**src/design/rsc_pkg.sv**
```systemverilog
// rsc_pkg: constants and helpers shared by the radix string converter
// core and its port checker
// no dependencies
package rsc_pkg;

  localparam int VALUE_BITS_DEF = 32;
  localparam int BASE_W         = 5;
  localparam int PADDR_W        = 3;
  localparam int PDATA_W        = 32;

  localparam logic [BASE_W-1:0] BASE_RESET = 5'd10;
  localparam logic [BASE_W-1:0] MIN_RADIX  = 5'd2;
  localparam logic [BASE_W-1:0] MAX_RADIX  = 5'd16;

  // register index, taken from paddr bit 2
  localparam logic REG_SRC_BASE = 1'b0;
  localparam logic REG_TGT_BASE = 1'b1;

  localparam logic [7:0] CH_ZERO    = 8'h30;
  localparam logic [7:0] CH_NINE    = 8'h39;
  localparam logic [7:0] CH_UPPER_A = 8'h41;
  localparam logic [7:0] CH_UPPER_F = 8'h46;
  localparam logic [7:0] CH_LOWER_A = 8'h61;
  localparam logic [7:0] CH_LOWER_Z = 8'h7a;
  localparam logic [7:0] CH_MINUS   = 8'h2d;
  localparam logic [7:0] CASE_GAP   = 8'h20;

  function automatic logic [7:0] digit_char(input logic [3:0] r);
    logic [7:0] ch;
    if (r < 4'd10) begin
      ch = CH_ZERO + {4'd0, r};
    end else begin
      ch = CH_UPPER_A + {4'd0, r} - 8'd10;
    end
    return ch;
  endfunction

endpackage

```
**src/design/radix_string_converter_core.sv**
```systemverilog
// radix_string_converter_core: folds an ascii numeral into a binary value and
// re-emits it in the target radix through a bit-serial restoring divider
// depends on rsc_pkg
//
//  channel | direction | handshake                 | payload
//  --------+-----------+---------------------------+----------------------------------------
//  in      | sink      | in_valid_i / in_stall_o   | char_in_i, final_char_i
//  out     | source    | out_valid_o / out_stall_i | char_out_o, end_of_number_o, bad_base_o
//  apb     | slave     | psel, penable, pready     | paddr, pwdata, prdata
//
// a non-final item is absorbed in the cycle it is taken
// a final item passes sign handling (S_PREP, S_ABS), then S_DIV and S_STORE per output digit (one
// quotient bit per cycle in S_DIV), then the sign slot S_SIGN, then S_READ and S_EMIT per digit
// in_stall_o is high from a final item until its last character is loaded
// out_stall_i holds the output register; each output step waits for the slot to free
// reset restores both radices to ten and re-arms for a new numeral
module radix_string_converter_core
  import rsc_pkg::*;
#(
  parameter int VALUE_BITS = VALUE_BITS_DEF
) (
  input  logic                clk_i,
  input  logic                rst_ni,
  input  logic                in_valid_i,
  output logic                in_stall_o,
  input  logic [7:0]          char_in_i,
  input  logic                final_char_i,
  output logic                out_valid_o,
  input  logic                out_stall_i,
  output logic [7:0]          char_out_o,
  output logic                end_of_number_o,
  output logic                bad_base_o,
  input  logic                psel,
  input  logic                penable,
  input  logic                pwrite,
  input  logic [PADDR_W-1:0]  paddr,
  input  logic [PDATA_W-1:0]  pwdata,
  output logic [PDATA_W-1:0]  prdata,
  output logic                pready
);

  localparam int CntW = $clog2(VALUE_BITS);
  localparam int IdxW = $clog2(VALUE_BITS);
  localparam int NdW  = $clog2(VALUE_BITS + 1);

  typedef enum logic [3:0] {
    S_IDLE, S_PREP, S_ABS, S_BAD, S_ZERO, S_DIV, S_STORE, S_SIGN, S_READ, S_EMIT
  } state_e;

  state_e                 state_q, state_d;
  logic [BASE_W-1:0]      src_base_q, src_base_d;
  logic [BASE_W-1:0]      tgt_base_q, tgt_base_d;
  logic [VALUE_BITS-1:0]  acc_q, acc_d;
  logic                   neg_q, neg_d;
  logic                   first_q, first_d;
  logic [VALUE_BITS-1:0]  mag_q, mag_d;
  logic                   isneg_q, isneg_d;
  logic [3:0]             rem_q, rem_d;
  logic [CntW-1:0]        bcnt_q, bcnt_d;
  logic [NdW-1:0]         nd_q, nd_d;
  logic                   out_valid_q, out_valid_d;
  logic [7:0]             char_q, char_d;
  logic                   eon_q, eon_d;
  logic                   bad_q, bad_d;

  logic [3:0]             mem [VALUE_BITS];
  logic [3:0]             rd_q;
  logic                   mem_we;
  logic [IdxW-1:0]        widx, ridx;

  logic                   in_acc, cfg_we, out_free, tgt_bad, is_dec;
  logic [7:0]             ch_up;
  logic signed [8:0]      dig_s;
  logic [VALUE_BITS-1:0]  prod;
  logic [4:0]             div_t;
  logic                   div_ge;

  assign in_stall_o      = (state_q != S_IDLE);
  assign in_acc          = in_valid_i && !in_stall_o;
  assign out_free        = !out_valid_q || !out_stall_i;
  assign cfg_we          = psel && penable && pwrite;
  assign pready          = 1'b1;
  assign prdata          = (paddr[2] == REG_TGT_BASE) ? PDATA_W'(tgt_base_q)
                                                      : PDATA_W'(src_base_q);
  assign out_valid_o     = out_valid_q;
  assign char_out_o      = char_q;
  assign end_of_number_o = eon_q;
  assign bad_base_o      = bad_q;

  assign tgt_bad = (tgt_base_q < MIN_RADIX) || (tgt_base_q > MAX_RADIX);

  // character to signed digit value
  assign is_dec = (char_in_i >= CH_ZERO) && (char_in_i <= CH_NINE);
  assign ch_up  = ((char_in_i >= CH_LOWER_A) && (char_in_i <= CH_LOWER_Z))
                  ? char_in_i - CASE_GAP : char_in_i;
  assign dig_s  = is_dec ? signed'({1'b0, char_in_i} - {1'b0, CH_ZERO})
                         : signed'({1'b0, ch_up} - {1'b0, CH_UPPER_A} + 9'd10);

  // acc * source base as a five-term shift-add
  always_comb begin
    prod = '0;
    for (int i = 0; i < BASE_W; i++) begin
      if (src_base_q[i]) begin
        prod = prod + (acc_q << i);
      end
    end
  end

  // one restoring division step
  assign div_t  = {rem_q, mag_q[VALUE_BITS-1]};
  assign div_ge = (div_t >= tgt_base_q);

  assign widx = nd_q[IdxW-1:0];
  assign ridx = IdxW'(nd_q - NdW'(1));

  always_comb begin
    state_d     = state_q;
    src_base_d  = src_base_q;
    tgt_base_d  = tgt_base_q;
    acc_d       = acc_q;
    neg_d       = neg_q;
    first_d     = first_q;
    mag_d       = mag_q;
    isneg_d     = isneg_q;
    rem_d       = rem_q;
    bcnt_d      = bcnt_q;
    nd_d        = nd_q;
    out_valid_d = out_valid_q;
    char_d      = char_q;
    eon_d       = eon_q;
    bad_d       = bad_q;
    mem_we      = 1'b0;

    if (cfg_we) begin
      if (paddr[2] == REG_TGT_BASE) begin
        tgt_base_d = pwdata[BASE_W-1:0];
      end else begin
        src_base_d = pwdata[BASE_W-1:0];
      end
    end

    if (out_valid_q && !out_stall_i) begin
      out_valid_d = 1'b0;
    end

    unique case (state_q)
      S_IDLE: begin
        if (in_acc) begin
          first_d = 1'b0;
          if (first_q && (char_in_i == CH_MINUS)) begin
            neg_d = 1'b1;
          end else begin
            acc_d = prod + VALUE_BITS'(dig_s);
          end
          if (final_char_i) begin
            state_d = S_PREP;
          end
        end
      end
      S_PREP: begin
        mag_d   = neg_q ? (VALUE_BITS'(0) - acc_q) : acc_q;
        acc_d   = '0;
        neg_d   = 1'b0;
        first_d = 1'b1;
        state_d = tgt_bad ? S_BAD : S_ABS;
      end
      S_ABS: begin
        isneg_d = mag_q[VALUE_BITS-1];
        mag_d   = mag_q[VALUE_BITS-1] ? (VALUE_BITS'(0) - mag_q) : mag_q;
        rem_d   = '0;
        bcnt_d  = '0;
        nd_d    = '0;
        state_d = (mag_q == '0) ? S_ZERO : S_DIV;
      end
      S_BAD: begin
        if (out_free) begin
          out_valid_d = 1'b1;
          char_d      = '0;
          eon_d       = 1'b1;
          bad_d       = 1'b1;
          state_d     = S_IDLE;
        end
      end
      S_ZERO: begin
        if (out_free) begin
          out_valid_d = 1'b1;
          char_d      = CH_ZERO;
          eon_d       = 1'b1;
          bad_d       = 1'b0;
          state_d     = S_IDLE;
        end
      end
      S_DIV: begin
        rem_d  = div_ge ? 4'(div_t - tgt_base_q) : div_t[3:0];
        mag_d  = {mag_q[VALUE_BITS-2:0], div_ge};
        bcnt_d = bcnt_q + CntW'(1);
        if (bcnt_q == CntW'(VALUE_BITS - 1)) begin
          state_d = S_STORE;
        end
      end
      S_STORE: begin
        mem_we  = 1'b1;
        nd_d    = nd_q + NdW'(1);
        rem_d   = '0;
        bcnt_d  = '0;
        state_d = (mag_q == '0) ? S_SIGN : S_DIV;
      end
      S_SIGN: begin
        if (!isneg_q) begin
          state_d = S_READ;
        end else if (out_free) begin
          out_valid_d = 1'b1;
          char_d      = CH_MINUS;
          eon_d       = 1'b0;
          bad_d       = 1'b0;
          state_d     = S_READ;
        end
      end
      S_READ: begin
        state_d = S_EMIT;
      end
      S_EMIT: begin
        if (out_free) begin
          out_valid_d = 1'b1;
          char_d      = digit_char(rd_q);
          eon_d       = (nd_q == NdW'(1));
          bad_d       = 1'b0;
          nd_d        = nd_q - NdW'(1);
          state_d     = (nd_q == NdW'(1)) ? S_IDLE : S_READ;
        end
      end
      default: state_d = S_IDLE;
    endcase
  end

  always_ff @(posedge clk_i or negedge rst_ni) begin
    if (!rst_ni) begin
      state_q     <= S_IDLE;
      src_base_q  <= BASE_RESET;
      tgt_base_q  <= BASE_RESET;
      acc_q       <= '0;
      neg_q       <= 1'b0;
      first_q     <= 1'b1;
      mag_q       <= '0;
      isneg_q     <= 1'b0;
      rem_q       <= '0;
      bcnt_q      <= '0;
      nd_q        <= '0;
      out_valid_q <= 1'b0;
      char_q      <= '0;
      eon_q       <= 1'b0;
      bad_q       <= 1'b0;
    end else begin
      state_q     <= state_d;
      src_base_q  <= src_base_d;
      tgt_base_q  <= tgt_base_d;
      acc_q       <= acc_d;
      neg_q       <= neg_d;
      first_q     <= first_d;
      mag_q       <= mag_d;
      isneg_q     <= isneg_d;
      rem_q       <= rem_d;
      bcnt_q      <= bcnt_d;
      nd_q        <= nd_d;
      out_valid_q <= out_valid_d;
      char_q      <= char_d;
      eon_q       <= eon_d;
      bad_q       <= bad_d;
    end
  end

  // remainder store, least significant digit first
  always_ff @(posedge clk_i) begin
    if (mem_we) begin
      mem[widx] <= rem_q;
    end
    rd_q <= mem[ridx];
  end

endmodule

```
**config.mk**
```make
export PLATFORM = sky130hd
export DESIGN_NAME = radix_string_converter_core
export DESIGN_NICKNAME = d
export VERILOG_FILES = /design/src/design/rsc_pkg.sv /design/src/design/radix_string_converter_core.sv
export SDC_FILE = /design/constraint.sdc
export NUM_CORES = 1
export LEC_CHECK = 0
export BUFFER_PORTS_ARGS = -buffer_cell sky130_fd_sc_hd__buf_2
export CAP_MARGIN = 15
export CORE_ASPECT_RATIO = 1.5
export CORE_MARGIN = 5
export CORE_UTILIZATION = 50
export CTS_BUF_LIST = sky130_fd_sc_hd__clkbuf_4 sky130_fd_sc_hd__clkbuf_8 sky130_fd_sc_hd__clkbuf_16
export DETAILED_ROUTE_END_ITERATION = 12
export PLACE_DENSITY = 0.71
export SETUP_SLACK_MARGIN = 0.15
export SYNTH_ARGS = -nofsm -noshare
export SYNTH_HDL_FRONTEND = slang
export SYNTH_SLANG_ARGS = --single-unit
```
**constraint.sdc**
```tcl
create_clock -name clk_i -period 14.2 [get_ports clk_i]
set_input_delay 0.71 -clock clk_i [delete_from_list [all_inputs] [get_ports clk_i]]
set_output_delay 0.71 -clock clk_i [all_outputs]
set_load 0.02 [all_outputs]
```
==> summary.md <==
| Metric | Value |
|---|---|
| Die H | 259 µm |
| Starting density of the core | 50.3% |
| Setup TNS | 0 ps |
| Post-placement setup slack | 2680 ps |
| Top cell type's share of synthesized area | 18.6% |
| Routed vias | 16700 |
| Status | finished clean |
| CTS Buffer Depth | 3 |
| CTS tree | yes |
| Number of fill cells | 3670 |
| Grt ovf | 0 |
| Residual DRC | 0 |
| RSZ-0062 raised after global routing | no |
| Layout area overhead | 6.35% |
| Slew HR | 23.4% |
| Hold Buf Count CTS | 0 |
| CP Class | reg2reg |
| DR iter-0 viols | 990 |
| Post-Syn Area | 0.0206 mm² |
| Post-CTS resize count | 0 |
| Slew Limit Fails | 0 |
| Final Wtd Congestion | 0.882 |
| First-pass GRT wire length | 83400 µm |
| Register area | 0.00658 mm² |
| Hold Path Class | in2async |
| Max Fclk | 86.5 MHz |
| FFs w/ async S/R, synth | 44.5% |
| Reg clk slew, reported paths | 80 ps |
| YS warnings | 0 |
| CP startpoint kind | flop |
| # diodes | 0 |
| Layout cell share with drive strength beyond 1 | 11.6% |
| Final-report hold violation count | 0 |
| Synth area leader | edfxtp_1 |
| Worst R2R Setup Slack | 2650 ps |
| DIE WIDTH | 176 µm |
| Syn_area_per_cell | 9.32 µm² |
| Final worst-path setup slack | 2650 ps |
| CP max stage delay | 790 ps |
| Post-DRT Antenna Nets | 0 |
| Max cap viols | 0 |
| Routed Wire Length | 51600 µm |
| Pin count of the biggest net entering global routing | 68 |
| Nets | 2429 |
| WL/cell | 18.9 µm |
| Post-route clock period utilization | 81.4% |
| Clk_lat worst skew | 540 ps |
| CTS H-tree lvls | 1 |
| Slew @ Worst Pin | 1150 ps |
| Top Ports | 96 |
| Synthesized instance count | 2213 |
| Final Skew | 24.4 ps |
| Port bufs | 37 |
| Core box area | 0.0410 mm² |
| CP Data Required Time | 14630 ps |
| Top cells by area, synth | edfxtp_1 19%, dfrtp_1 12%, ha_1 10%, xnor2_1 5.4%, a21oi_1 5.0% |
| Clk root buf | clkbuf_16 |
| Final worst path period need | 11550 ps |
| Area of the multi-input gates | 0.0132 mm² |
| Post-synth EDFFs | 128 |
| Worst path arrival time | 11990 ps |
| Setup Viol. Count Final | 0 |
| Number of global-route vias before repair | 17000 |
| #FFs+latches synth | 238 |
| Clock buffer count from CTS | 23 |
| Worst-path fanout max | 14 |
| Global Route Usage Sum | 22.1% |
| Count leader, synth | a21oi_1 |
| Clock tree sinks | 238 |
| Sequential area share after synthesis | 31.9% |
| Post-DP HPWL | 39400 µm |
| Post-synth top cells | 204 x a21oi_1, 176 x nand2_1, 174 x nor2_1 |
| Initial antenna violation count | 0 |
| TritonRoute pass-1 iters | 6 |
| Vias/cell | 6.11 |
| Cell Rows | 91 |
| Postcts setup bufs | 0 |
| Critical Path End Type | flop |
| Reg2Reg Depth | 49 |
| Crit-path slowest cell | dfrtp_1 |
| Top_reg_cell synth | edfxtp_1 |
| Synth cell types | 92 |
| Die area | 0.0455 mm² |
==> routing by layer <==
layer	global-route usage (%)	wire, µm
met1	23.4	19400
met2	44.2	28700
met3	1.74	1510
met4	9.06	1990
met5	0	0
==> critical path: cells and delay by family (launching register included) <==
kind,cells,cell delay (ps)
AOI/OAI and AO/OA,20,5020
adders and majority gates,6,1960
and+or+nand+nor,10,1420
xor gates and xnor gates,8,1260
muxes,3,810
DFF,1,790
buffers and inverters,2,130
==> logic make-up after synthesis <==
| kind of cell | share of synthesized area, % |
|---|---|
| adder cells (fa/ha/maj) | 10.8 |
| buffers and inverters | 4.50 |
| other | 0.0364 |
| flip-flops | 31.9 |
| XOR/XNOR | 8.22 |
| multiplexers | 9.27 |
| AO/OA/AOI/OAI | 21.0 |
| AND/OR/NAND/NOR | 14.2 |
==> per-stage QoR <==
stage                     util (%)  cell area, µm²  hold slack [ps]  cells
after floorplan                  -           20700              414   2240
after global placement        51.5           21100              451   2686
after detailed placement      51.5           21100              452   2686
after CTS                     53.3           21800              159   2728
after global routing          53.5           21900              199   2732
final                         53.5           21900              157   2732
==> cell type report <==
| cell class | count | area share, % |
|---|---|---|
| Clock inverter | 17 | 0.662 |
| Sequential cell | 238 | 30.0 |
| Inverter | 84 | 1.44 |
| Clock buffer | 25 | 2.69 |
| Multi-Input combinational cell | 1795 | 60.3 |
| Timing Repair Buffer | 62 | 1.93 |
| Tap cell | 511 | 2.92 |
==> state kept, by name, indices dropped and copies added, names as in the netlist, 4 cells and up <==
signal / flops
mem: 128
acc_q: 32
src_base_q: 5
bcnt_q: 5
rd_q: 4
state_q: 4
char_out_o: 7
rem_q: 4
mag_q: 32
nd_q: 6
tgt_base_q: 5
==> cells in the final DEF, fill, tap and decap left out, types with 25 or more instances in the layout <==
cell | netlist | routed
a21o_1 | 78 | 78
a21oi_1 | 204 | 204
a22o_1 | 33 | 33
buf_2 | 2 | 36
conb_1 | 2 | 29
dfrtp_1 | 101 | 100
edfxtp_1 | 128 | 128
ha_1 | 168 | 168
inv_1 | 84 | 84
mux2_2 | 72 | 72
mux4_2 | 40 | 40
nand2_1 | 176 | 176
nand3_1 | 37 | 37
nor2_1 | 174 | 172
nor3_1 | 32 | 31
o21a_1 | 25 | 25
o21ai_0 | 127 | 126
xnor2_1 | 128 | 128
xor2_1 | 63 | 63
==> final timing paths <==
kind | startpoint | end
worst max-delay path | src_base_q[0] | acc_q[31]
worst min-delay path | rst_ni | acc_q[4]
worst max register to register | src_base_q[0] | acc_q[31]
worst min register to register | first_q | first_q
max in group asynchronous | rst_ni | nd_q[0]
min in group clk_i | pwdata[1] | src_base_q[1]
Power is left out: the tool's default activity adds up to more than one toggle a clock period on the data nets, which glitch-free logic cannot reach.
